`src/sv/nps_pkg.sv`:
```
`timescale 1ns / 1ps

package nps_pkg;

  localparam int unsigned MaxEntriesDef = 16;
  localparam int unsigned CoordBits     = 24;
  localparam int unsigned IndexW        = 4;
  localparam int unsigned DistW         = 51;
  localparam int unsigned SqW           = 2 * CoordBits;
  localparam int unsigned ActiveW       = 5;
  localparam int unsigned ApbAddrW      = 3;
  localparam int unsigned ApbDataW      = 32;

  localparam logic [ActiveW-1:0] ActiveReset = ActiveW'(1);

  // Register index, taken from the word address.
  localparam logic [0:0] REG_ACTIVE = 1'b0;

  typedef enum logic [0:0] {
    OP_LOAD  = 1'b0,
    OP_QUERY = 1'b1
  } opcode_e;

  typedef enum logic [1:0] {
    ST_IDLE  = 2'd0,
    ST_SCAN  = 2'd1,
    ST_DRAIN = 2'd2,
    ST_HOLD  = 2'd3
  } seq_state_e;

  typedef struct packed {
    logic issue;
    logic last;
  } scan_ctl_t;

endpackage

```
`src/sv/nps_in_if.sv`:
```
`timescale 1ns / 1ps

interface nps_in_if import nps_pkg::*; ();

  logic                        valid;
  logic                        ready;
  logic                        opcode;
  logic [IndexW-1:0]           entry_index;
  logic signed [CoordBits-1:0] coord_x;
  logic signed [CoordBits-1:0] coord_z;

  modport source (
    output valid, opcode, entry_index, coord_x, coord_z,
    input  ready
  );

  modport sink (
    input  valid, opcode, entry_index, coord_x, coord_z,
    output ready
  );

endinterface

```
`src/sv/nps_out_if.sv`:
```
`timescale 1ns / 1ps

interface nps_out_if import nps_pkg::*; ();

  logic              valid;
  logic              ready;
  logic [IndexW-1:0] nearest_index;
  logic [DistW-1:0]  min_distance_sq;

  modport source (
    output valid, nearest_index, min_distance_sq,
    input  ready
  );

  modport sink (
    input  valid, nearest_index, min_distance_sq,
    output ready
  );

endinterface

```
`src/sv/nps_point_mem.sv`:
```
`timescale 1ns / 1ps

module nps_point_mem import nps_pkg::*; #(
  parameter int unsigned MAX_ENTRIES = MaxEntriesDef,
  localparam int unsigned AW = (MAX_ENTRIES > 1) ? $clog2(MAX_ENTRIES) : 1
) (
  input  logic                 clk_i,
  input  logic                 rst_ni,
  input  logic                 wr_en_i,
  input  logic [AW-1:0]        wr_addr_i,
  input  logic [CoordBits-1:0] wr_x_i,
  input  logic [CoordBits-1:0] wr_z_i,
  input  scan_ctl_t            rd_ctl_i,
  input  logic [AW-1:0]        rd_addr_i,
  output scan_ctl_t            rd_ctl_o,
  output logic [AW-1:0]        rd_idx_o,
  output logic [CoordBits-1:0] rd_x_o,
  output logic [CoordBits-1:0] rd_z_o
);

  logic [CoordBits-1:0] mem_x_q [MAX_ENTRIES];
  logic [CoordBits-1:0] mem_z_q [MAX_ENTRIES];
  logic [CoordBits-1:0] rd_x_q, rd_z_q;
  logic [AW-1:0]        rd_idx_q;
  scan_ctl_t            rd_ctl_q;

  always_ff @(posedge clk_i) begin
    if (wr_en_i) begin
      mem_x_q[wr_addr_i] <= wr_x_i;
      mem_z_q[wr_addr_i] <= wr_z_i;
    end
    rd_x_q   <= mem_x_q[rd_addr_i];
    rd_z_q   <= mem_z_q[rd_addr_i];
    rd_idx_q <= rd_addr_i;
  end

  always_ff @(posedge clk_i or negedge rst_ni) begin
    if (!rst_ni) begin
      rd_ctl_q <= '0;
    end else begin
      rd_ctl_q <= rd_ctl_i;
    end
  end

  assign rd_ctl_o = rd_ctl_q;
  assign rd_idx_o = rd_idx_q;
  assign rd_x_o   = rd_x_q;
  assign rd_z_o   = rd_z_q;

endmodule

```
`src/sv/nps_dist_unit.sv`:
```
`timescale 1ns / 1ps

module nps_dist_unit import nps_pkg::*; #(
  parameter int unsigned MAX_ENTRIES = MaxEntriesDef,
  localparam int unsigned AW = (MAX_ENTRIES > 1) ? $clog2(MAX_ENTRIES) : 1
) (
  input  logic                 clk_i,
  input  logic                 rst_ni,
  input  logic [CoordBits-1:0] qx_i,
  input  logic [CoordBits-1:0] qz_i,
  input  scan_ctl_t            ctl_i,
  input  logic [AW-1:0]        idx_i,
  input  logic [CoordBits-1:0] px_i,
  input  logic [CoordBits-1:0] pz_i,
  output scan_ctl_t            ctl_o,
  output logic [AW-1:0]        idx_o,
  output logic [DistW-1:0]     dist_o
);

  logic [CoordBits:0]   diff_x, diff_z, mag_x, mag_z;
  logic [CoordBits-1:0] abs_x_q, abs_z_q;
  logic [SqW-1:0]       sq_x_q, sq_z_q;
  logic [DistW-1:0]     sum_q;
  logic [AW-1:0]        idx1_q, idx2_q, idx3_q;
  scan_ctl_t            ctl1_q, ctl2_q, ctl3_q;

  // Exact signed differences, one bit wider than the coordinates.
  always_comb begin
    diff_x = {qx_i[CoordBits-1], qx_i} - {px_i[CoordBits-1], px_i};
    diff_z = {qz_i[CoordBits-1], qz_i} - {pz_i[CoordBits-1], pz_i};
    mag_x  = diff_x[CoordBits] ? (~diff_x + 1'b1) : diff_x;
    mag_z  = diff_z[CoordBits] ? (~diff_z + 1'b1) : diff_z;
  end

  always_ff @(posedge clk_i) begin
    abs_x_q <= mag_x[CoordBits-1:0];
    abs_z_q <= mag_z[CoordBits-1:0];
    sq_x_q  <= abs_x_q * abs_x_q;
    sq_z_q  <= abs_z_q * abs_z_q;
    sum_q   <= DistW'(sq_x_q) + DistW'(sq_z_q);
    idx1_q  <= idx_i;
    idx2_q  <= idx1_q;
    idx3_q  <= idx2_q;
  end

  always_ff @(posedge clk_i or negedge rst_ni) begin
    if (!rst_ni) begin
      ctl1_q <= '0;
      ctl2_q <= '0;
      ctl3_q <= '0;
    end else begin
      ctl1_q <= ctl_i;
      ctl2_q <= ctl1_q;
      ctl3_q <= ctl2_q;
    end
  end

  assign ctl_o  = ctl3_q;
  assign idx_o  = idx3_q;
  assign dist_o = sum_q;

endmodule

```
`src/sv/nps_seq.sv`:
```
`timescale 1ns / 1ps

module nps_seq import nps_pkg::*; #(
  parameter int unsigned MAX_ENTRIES = MaxEntriesDef,
  localparam int unsigned AW = (MAX_ENTRIES > 1) ? $clog2(MAX_ENTRIES) : 1,
  localparam int unsigned CW = $clog2(MAX_ENTRIES + 1)
) (
  input  logic               clk_i,
  input  logic               rst_ni,
  input  logic               in_valid_i,
  input  logic               in_query_i,
  input  logic [ActiveW-1:0] active_i,
  input  logic               out_free_i,
  input  scan_ctl_t          res_ctl_i,
  input  logic [AW-1:0]      res_idx_i,
  input  logic [DistW-1:0]   res_dist_i,
  output logic               in_ready_o,
  output scan_ctl_t          rd_ctl_o,
  output logic [AW-1:0]      rd_addr_o,
  output logic               out_load_o,
  output logic [AW-1:0]      best_idx_o,
  output logic [DistW-1:0]   best_dist_o
);

  seq_state_e       state_q, state_d;
  logic [CW-1:0]    count_q, count_d;
  logic [AW-1:0]    entry_q, entry_d;
  logic [AW-1:0]    best_idx_q, best_idx_d;
  logic [DistW-1:0] best_dist_q, best_dist_d;
  logic             is_last;

  always_ff @(posedge clk_i or negedge rst_ni) begin
    if (!rst_ni) begin
      state_q <= ST_IDLE;
      count_q <= CW'(1);
      entry_q <= '0;
    end else begin
      state_q <= state_d;
      count_q <= count_d;
      entry_q <= entry_d;
    end
  end

  always_ff @(posedge clk_i) begin
    best_idx_q  <= best_idx_d;
    best_dist_q <= best_dist_d;
  end

  // Only a strictly smaller distance replaces the best, so ties keep the lower index.
  always_comb begin
    best_idx_d  = best_idx_q;
    best_dist_d = best_dist_q;
    if (res_ctl_i.issue && ((res_idx_i == '0) || (res_dist_i < best_dist_q))) begin
      best_idx_d  = res_idx_i;
      best_dist_d = res_dist_i;
    end
  end

  assign is_last = (entry_q == AW'(count_q - CW'(1)));

  always_comb begin
    state_d    = state_q;
    count_d    = count_q;
    entry_d    = entry_q;
    in_ready_o = 1'b0;
    rd_ctl_o   = '0;
    out_load_o = 1'b0;
    case (state_q)
      ST_IDLE: begin
        in_ready_o = 1'b1;
        if (in_valid_i && in_query_i) begin
          entry_d = '0;
          if (active_i == '0) begin
            count_d = CW'(1);
          end else if (int'(active_i) > MAX_ENTRIES) begin
            count_d = CW'(MAX_ENTRIES);
          end else begin
            count_d = CW'(active_i);
          end
          state_d = ST_SCAN;
        end
      end
      ST_SCAN: begin
        rd_ctl_o.issue = 1'b1;
        rd_ctl_o.last  = is_last;
        if (is_last) begin
          state_d = ST_DRAIN;
        end else begin
          entry_d = entry_q + 1'b1;
        end
      end
      ST_DRAIN: begin
        if (res_ctl_i.issue && res_ctl_i.last) begin
          if (out_free_i) begin
            out_load_o = 1'b1;
            state_d    = ST_IDLE;
          end else begin
            state_d = ST_HOLD;
          end
        end
      end
      ST_HOLD: begin
        if (out_free_i) begin
          out_load_o = 1'b1;
          state_d    = ST_IDLE;
        end
      end
      default: begin
        state_d = ST_IDLE;
      end
    endcase
  end

  assign rd_addr_o   = entry_q;
  assign best_idx_o  = best_idx_d;
  assign best_dist_o = best_dist_d;

endmodule

```
`src/sv/nearest_point_search_core.sv`:
```
`timescale 1ns / 1ps
// A load item goes into the point table and the block stays ready for the next item.
// A query scans N active entries (active_entries clamped to 1..MAX_ENTRIES) through the
// single distance pipeline, one table entry per cycle, into the output register, which
// may wait for out_o.ready; no new item is taken until the result is loaded there.
// Reset sets active_entries to 1; the point table is undefined until loaded.

module nearest_point_search_core import nps_pkg::*; #(
  parameter int unsigned MAX_ENTRIES = MaxEntriesDef
) (
  input  logic                clk_i,
  input  logic                rst_ni,
  nps_in_if.sink              in_i,
  nps_out_if.source           out_o,
  input  logic                psel,
  input  logic                penable,
  input  logic                pwrite,
  input  logic [ApbAddrW-1:0] paddr,
  input  logic [ApbDataW-1:0] pwdata,
  output logic [ApbDataW-1:0] prdata,
  output logic                pready
);

  localparam int unsigned AW = (MAX_ENTRIES > 1) ? $clog2(MAX_ENTRIES) : 1;

  logic [ActiveW-1:0]   active_q;
  logic [CoordBits-1:0] qx_q, qz_q;
  logic                 out_valid_q;
  logic [IndexW-1:0]    out_idx_q;
  logic [DistW-1:0]     out_dist_q;

  logic                 in_ready, accept, is_query, load_en, out_free, out_load;
  scan_ctl_t            rd_ctl, mem_ctl, res_ctl;
  logic [AW-1:0]        rd_addr, mem_idx, res_idx, best_idx;
  logic [CoordBits-1:0] mem_x, mem_z;
  logic [DistW-1:0]     res_dist, best_dist;

  assign pready = 1'b1;
  assign prdata = (paddr[2] == REG_ACTIVE) ? {{(ApbDataW - ActiveW){1'b0}}, active_q} : '0;

  always_ff @(posedge clk_i or negedge rst_ni) begin
    if (!rst_ni) begin
      active_q <= ActiveReset;
    end else if (psel && penable && pwrite && (paddr[2] == REG_ACTIVE)) begin
      active_q <= pwdata[ActiveW-1:0];
    end
  end

  assign in_i.ready = in_ready;
  assign accept     = in_i.valid && in_ready;
  assign is_query   = (in_i.opcode == OP_QUERY);
  assign load_en    = accept && !is_query && (int'(in_i.entry_index) < MAX_ENTRIES);

  always_ff @(posedge clk_i) begin
    if (accept && is_query) begin
      qx_q <= in_i.coord_x;
      qz_q <= in_i.coord_z;
    end
  end

  nps_point_mem #(
    .MAX_ENTRIES(MAX_ENTRIES)
  ) u_mem (
    .clk_i     (clk_i),
    .rst_ni    (rst_ni),
    .wr_en_i   (load_en),
    .wr_addr_i (AW'(in_i.entry_index)),
    .wr_x_i    (in_i.coord_x),
    .wr_z_i    (in_i.coord_z),
    .rd_ctl_i  (rd_ctl),
    .rd_addr_i (rd_addr),
    .rd_ctl_o  (mem_ctl),
    .rd_idx_o  (mem_idx),
    .rd_x_o    (mem_x),
    .rd_z_o    (mem_z)
  );

  nps_dist_unit #(
    .MAX_ENTRIES(MAX_ENTRIES)
  ) u_dist (
    .clk_i  (clk_i),
    .rst_ni (rst_ni),
    .qx_i   (qx_q),
    .qz_i   (qz_q),
    .ctl_i  (mem_ctl),
    .idx_i  (mem_idx),
    .px_i   (mem_x),
    .pz_i   (mem_z),
    .ctl_o  (res_ctl),
    .idx_o  (res_idx),
    .dist_o (res_dist)
  );

  nps_seq #(
    .MAX_ENTRIES(MAX_ENTRIES)
  ) u_seq (
    .clk_i       (clk_i),
    .rst_ni      (rst_ni),
    .in_valid_i  (in_i.valid),
    .in_query_i  (is_query),
    .active_i    (active_q),
    .out_free_i  (out_free),
    .res_ctl_i   (res_ctl),
    .res_idx_i   (res_idx),
    .res_dist_i  (res_dist),
    .in_ready_o  (in_ready),
    .rd_ctl_o    (rd_ctl),
    .rd_addr_o   (rd_addr),
    .out_load_o  (out_load),
    .best_idx_o  (best_idx),
    .best_dist_o (best_dist)
  );

  assign out_free = !out_valid_q || out_o.ready;

  always_ff @(posedge clk_i or negedge rst_ni) begin
    if (!rst_ni) begin
      out_valid_q <= 1'b0;
    end else if (out_load) begin
      out_valid_q <= 1'b1;
    end else if (out_o.ready) begin
      out_valid_q <= 1'b0;
    end
  end

  always_ff @(posedge clk_i) begin
    if (out_load) begin
      out_idx_q  <= IndexW'(best_idx);
      out_dist_q <= best_dist;
    end
  end

  assign out_o.valid           = out_valid_q;
  assign out_o.nearest_index   = out_idx_q;
  assign out_o.min_distance_sq = out_dist_q;

endmodule
```
`src/flat_wrapper.sv`:
```
// flat-port wrapper written by rule: the top's interface ports become plain ports
module nearest_point_search_core_flat import nps_pkg::*;
#(
  parameter int unsigned MAX_ENTRIES = MaxEntriesDef
)
  (clk_i, rst_ni, psel, penable, pwrite, paddr, pwdata, prdata, pready, in_i_valid, in_i_opcode, in_i_entry_index, in_i_coord_x, in_i_coord_z, in_i_ready, out_o_valid, out_o_nearest_index, out_o_min_distance_sq, out_o_ready);
  nps_in_if in_i_i ();
  nps_out_if out_o_i ();
  input  logic clk_i;
  input  logic rst_ni;
  input  logic psel;
  input  logic penable;
  input  logic pwrite;
  input  logic [ApbAddrW-1:0] paddr;
  input  logic [ApbDataW-1:0] pwdata;
  output logic [ApbDataW-1:0] prdata;
  output logic pready;
  input wire logic [$bits(in_i_i.valid)-1:0] in_i_valid;
  input wire logic [$bits(in_i_i.opcode)-1:0] in_i_opcode;
  input wire logic [$bits(in_i_i.entry_index)-1:0] in_i_entry_index;
  input wire logic [$bits(in_i_i.coord_x)-1:0] in_i_coord_x;
  input wire logic [$bits(in_i_i.coord_z)-1:0] in_i_coord_z;
  output wire logic [$bits(in_i_i.ready)-1:0] in_i_ready;
  output wire logic [$bits(out_o_i.valid)-1:0] out_o_valid;
  output wire logic [$bits(out_o_i.nearest_index)-1:0] out_o_nearest_index;
  output wire logic [$bits(out_o_i.min_distance_sq)-1:0] out_o_min_distance_sq;
  input wire logic [$bits(out_o_i.ready)-1:0] out_o_ready;
  assign in_i_i.valid = in_i_valid;
  assign in_i_i.opcode = in_i_opcode;
  assign in_i_i.entry_index = in_i_entry_index;
  assign in_i_i.coord_x = in_i_coord_x;
  assign in_i_i.coord_z = in_i_coord_z;
  assign in_i_ready = in_i_i.ready;
  assign out_o_valid = out_o_i.valid;
  assign out_o_nearest_index = out_o_i.nearest_index;
  assign out_o_min_distance_sq = out_o_i.min_distance_sq;
  assign out_o_i.ready = out_o_ready;
  nearest_point_search_core #(.MAX_ENTRIES(MAX_ENTRIES)) u_core (.clk_i(clk_i), .rst_ni(rst_ni), .in_i(in_i_i), .out_o(out_o_i), .psel(psel), .penable(penable), .pwrite(pwrite), .paddr(paddr), .pwdata(pwdata), .prdata(prdata), .pready(pready));
endmodule
```
`config.mk`:
```
export PLATFORM = sky130hd
export DESIGN_NAME = nearest_point_search_core_flat
export DESIGN_NICKNAME = d
export VERILOG_FILES = /design/src/sv/nps_pkg.sv /design/src/sv/nps_in_if.sv /design/src/sv/nps_out_if.sv /design/src/sv/nps_point_mem.sv /design/src/sv/nps_dist_unit.sv /design/src/sv/nps_seq.sv /design/src/sv/nearest_point_search_core.sv /design/src/flat_wrapper.sv
export SDC_FILE = /design/constraint.sdc
export NUM_CORES = 2
export LEC_CHECK = 0
export ABC_CLOCK_PERIOD_IN_PS = 7100
export BUFFER_PORTS_ARGS = -buffer_cell sky130_fd_sc_hd__buf_2
export CAP_MARGIN = 20
export CORE_UTILIZATION = 60
export CTS_BUF_LIST = sky130_fd_sc_hd__clkbuf_4 sky130_fd_sc_hd__clkbuf_8
export DETAILED_ROUTE_END_ITERATION = 10
export PLACE_DENSITY = 0.8
export SETUP_SLACK_MARGIN = 0.2
export SLEW_MARGIN = 10
export SYNTH_ARGS = -nofsm -noshare
export SYNTH_HDL_FRONTEND = slang
export SYNTH_HIERARCHICAL = 1
export SYNTH_SLANG_ARGS = --single-unit
```
`constraint.sdc`:
```
create_clock -name clk_i -period 7.1 [get_ports clk_i]
set_input_delay 1.42 -clock clk_i [delete_from_list [all_inputs] [get_ports clk_i]]
set_output_delay 1.42 -clock clk_i [all_outputs]
set_load 0.1 [all_outputs]
```
==> flow_summary.toml <==
[job]
max-cap-violations = 0

[route]
avgViaCountPerCell = 5.71
vias = 51000
wl_mm = 183
first_pass_iters = 8
drtIter0Drc = 4268
route.detailed.wl_per_inst_um = 20.5
route.detailed.drc = 0
detail-route-antenna-nets = 0

[sta]
finalSetupViolCount = 0
max_freq_ghz = 0.148
final.setup.tns_ps = 0
finalCritPeriodShare = 0.950
rsz0062_at_grt = "yes"
slew_headroom = 0.258
layout_min_cycle_time_ps = 6750
drv_slew = 0
tightest_slew_ps = 1110
clock_skew_ps = 78.3
hold_viol = 0

[critical_path]
r2r_end = "u_core/u_dist/sq_z_q[44]$_DFF_P_"
cp.arrival_ps = 7500
path_max_fanout = 16
rrSetupSlack_ps = 350
r2r-start = "u_core/u_dist/abs_z_q[17]$_DFF_P_"
endpoint_kind = "flop"
worstPathRequired_ps = 7860
cp-startpoint = "u_core/u_dist/abs_z_q[17]$_DFF_P_"
path_class = "flop to flop"
cp-start-kind = "flop"
r2r_cells = 25

[placed_design]
dp.final_hpwl_mm = 129
port_buffers = 127
gp_congestion = 0.941
dp_cells = 8533

[floorplanning]
start_util = 0.608
coreArea_um2 = 132000
num_io_pins = 185
dieHeight_um = 368
die_w_um = 368
num_rows = 133
dieArea_um2 = 135000

[grt]
gr-total-overflow = 0
grt_pass1_wl_mm = 286
grt_usage = 0.272
grt_max_degree = 74
grt_pass1_vias = 54100
antenna_found_initial = 21

[worst_hold_path]
worstHoldPathType = "flop to flop"
min_delay_worst_endpoint = "u_core/u_dist/idx1_q[2]$_DFF_P_"
hold_depth = 0
holdCritStartpoint = "u_core/u_mem/rd_idx_o[2]$_DFF_P_"

[finish]
fin_nets = 8450
area_growth_pct = 13.2
fill_cells = 8754
drive_above_1_share = 0.189
layout.cells.non_filler = 8924

[synth]
ys_seq_area_frac = 0.411
synth.cell_area_um2 = 80200
yosys.area.top_type_share = 0.326
dominantRegCellSynth = "edfxtp_1"
synth_area_leaders = "edfxtp_1 (33%), fa_1 (21%), ha_1 (7.9%), dfxtp_1 (7.7%), inv_1 (6.2%)"
yosysUniqueCellTypes = 99
synthCells = 6506
ys_seq_elements = 1205
async_flop_share = 0.0199
avgSynthCellArea_um2 = 12.3
yosys_warnings = 6
post-synth-top-area-cell = "edfxtp_1"
synth_edf_count = 871

[clock_network]
cts_sinks = 1205
clk_latency_ps = 910
root_buffer = "clkbuf_8"
h-tree-depth = 4
clockBufferDepth = 3
path_clk_slew_ps = 70
cts_buffers = 185
cts_tree = "built"

[status]
outcome = "finished clean"
-- cells in the final DEF, fill, tap and decap left out, types with 30 or more instances in the layout --
master	n
ha_1	488
mux4_2	192
clkbuf_4	54
mux2_4	46
a21o_1	97
and2_1	223
nand4_1	35
nand2_1	445
clkinv_2	30
a21oi_1	192
o21ai_0	97
fa_1	824
dfxtp_4	30
buf_2	128
a22oi_1	100
nand3_1	44
xnor2_1	136
edfxtp_1	871
buf_4	309
clkbuf_8	213
dfxtp_1	270
nor2_1	157
inv_1	1300
conb_1	30
buf_6	39
nand2b_1	34
nor3_1	39
xor2_1	84
-- area by class of cell --
type | count | area [um^2] | share of cell area
antenna | 5 | 12.5 | 0.000138
inverter | 1317 | 4950 | 0.0545
clock buffer | 266 | 3330 | 0.0367
clock inverter | 80 | 817 | 0.00900
sequential | 1205 | 33100 | 0.365
timing repair buffer | 519 | 4210 | 0.0464
multi-input combinational | 3777 | 42100 | 0.464
tap | 1755 | 2200 | 0.0242
-- Yosys cell counts (21+ instances only) --
cell type  number
o21a_1         21
nand3_1        44
o21bai_1       21
a211oi_1       23
edfxtp_1      871
a22oi_1       100
dfrtp_1        22
a21oi_1       211
nor3_1         47
dfxtp_1       310
nand2_1       465
and2_1        236
a21o_1         97
clkbuf_1      151
xnor2_1       136
mux4_2        192
o21ai_0       112
inv_1        1317
nand4_1        35
buf_4          49
xor2_1         84
mux2_4         46
nor2b_1        32
ha_1          504
fa_1          846
nor2_1        182
nand2b_1       34
-- state kept, by name (all words and copies together), names as in the netlist, 5 cells and up --
register / cells
u_core/u_mem/rd_z_o: 24
u_core/qz_q: 24
u_core/qx_q: 24
u_core/u_mem/mem_z_q: 384
u_core/u_dist/dist_o: 49
u_core/u_dist/abs_x_q: 24
u_core/out_o.min_distance_sq: 51
u_core/u_mem/rd_x_o: 24
u_core/u_mem/mem_x_q: 384
u_core/active_q: 5
u_core/u_dist/sq_x_q: 47
u_core/u_dist/sq_z_q: 47
u_core/u_seq/best_dist_q: 51
u_core/u_dist/abs_z_q: 24
-- worst max-delay path, stage by stage, from the launching register on --
cell	delay [ps]
dfxtp_1	360
buf_12	160
buf_8	170
nand2_1	130
fa_1	500
fa_1	540
inv_1	60
fa_1	510
fa_1	590
fa_1	460
fa_1	490
inv_1	50
fa_1	480
inv_1	50
ha_1	290
buf_4	140
nand2_1	120
nor2_4	80
a221o_1	380
a41oi_4	240
o21ai_2	110
a221oi_2	250
buf_4	160
o21ai_2	70
a21oi_2	160
xnor2_1	80
-- worst max-delay path by stage --
stage                                             endpoint  slack, ps  depth (start not counted)
final                     u_core/u_dist/sq_z_q[44]$_DFF_P_        350                         25
after global routing      u_core/u_dist/sq_x_q[45]$_DFF_P_        110                         26
after CTS                 u_core/u_dist/sq_x_q[42]$_DFF_P_        190                         24
after detailed placement  u_core/u_dist/sq_z_q[44]$_DFF_P_       -260                         25
after global placement    u_core/u_dist/sq_z_q[44]$_DFF_P_       -140                         25
after floorplan           u_core/u_dist/sq_z_q[44]$_DFF_P_        200                         26
-- layer usage --
metal	global-route usage	up-vias	part of all wire	routed length (um)
met2	0.459	2258	0.50	91000
met1	0.350	25600	0.38	70200
met3	0.0492	478	0.081	14900
li1	-	22600	-	-
met4	0.103	26	0.035	6470
met5	0	-	0.0012	215
-- logic make-up (layout without fill, tap and decap cells) --
| kind of cell | Yosys count | in the layout | synth area share |
|---|---|---|---|
| buffers and inverters | 1551 | 2182 | 0.0762 |
| AND/OR/NAND/NOR | 1178 | 1178 | 0.0725 |
| adder cells (fa/ha/maj) | 1350 | 1350 | 0.290 |
| XOR/XNOR | 220 | 220 | 0.0240 |
| flip-flops | 1205 | 1205 | 0.411 |
| other | 3 | 35 | 0.000140 |
| AO/OA/AOI/OAI | 742 | 742 | 0.0611 |
| multiplexers | 257 | 257 | 0.0651 |
-- stage by stage --
| stage | util | hold slack, ps | worst slack [ps] | instance area, um^2 |
|---|---|---|---|---|
| floorplan | - | 310 | 197 | 80300 |
| detailed placement | 0.644 | 313 | -262 | 85000 |
| finish | 0.688 | 331 | 354 | 90700 |
| CTS | 0.677 | 325 | 194 | 89400 |
| global route | 0.688 | 326 | 107 | 90700 |
| global placement | 0.644 | 310 | -138 | 85000 |
-- repair_timing --
action / in CTS / in global routing
pin swaps: 15 / 114
resized for setup: 66 / 275
buffers inserted: 7 / 29
hold buffers: 0 / 0
cloned: 0 / 4
endpoints found under the setup margin: 35 / 42
Power is left out: the tool's default activity adds up to more than one toggle a clock period on the data nets, which glitch-free logic cannot reach.
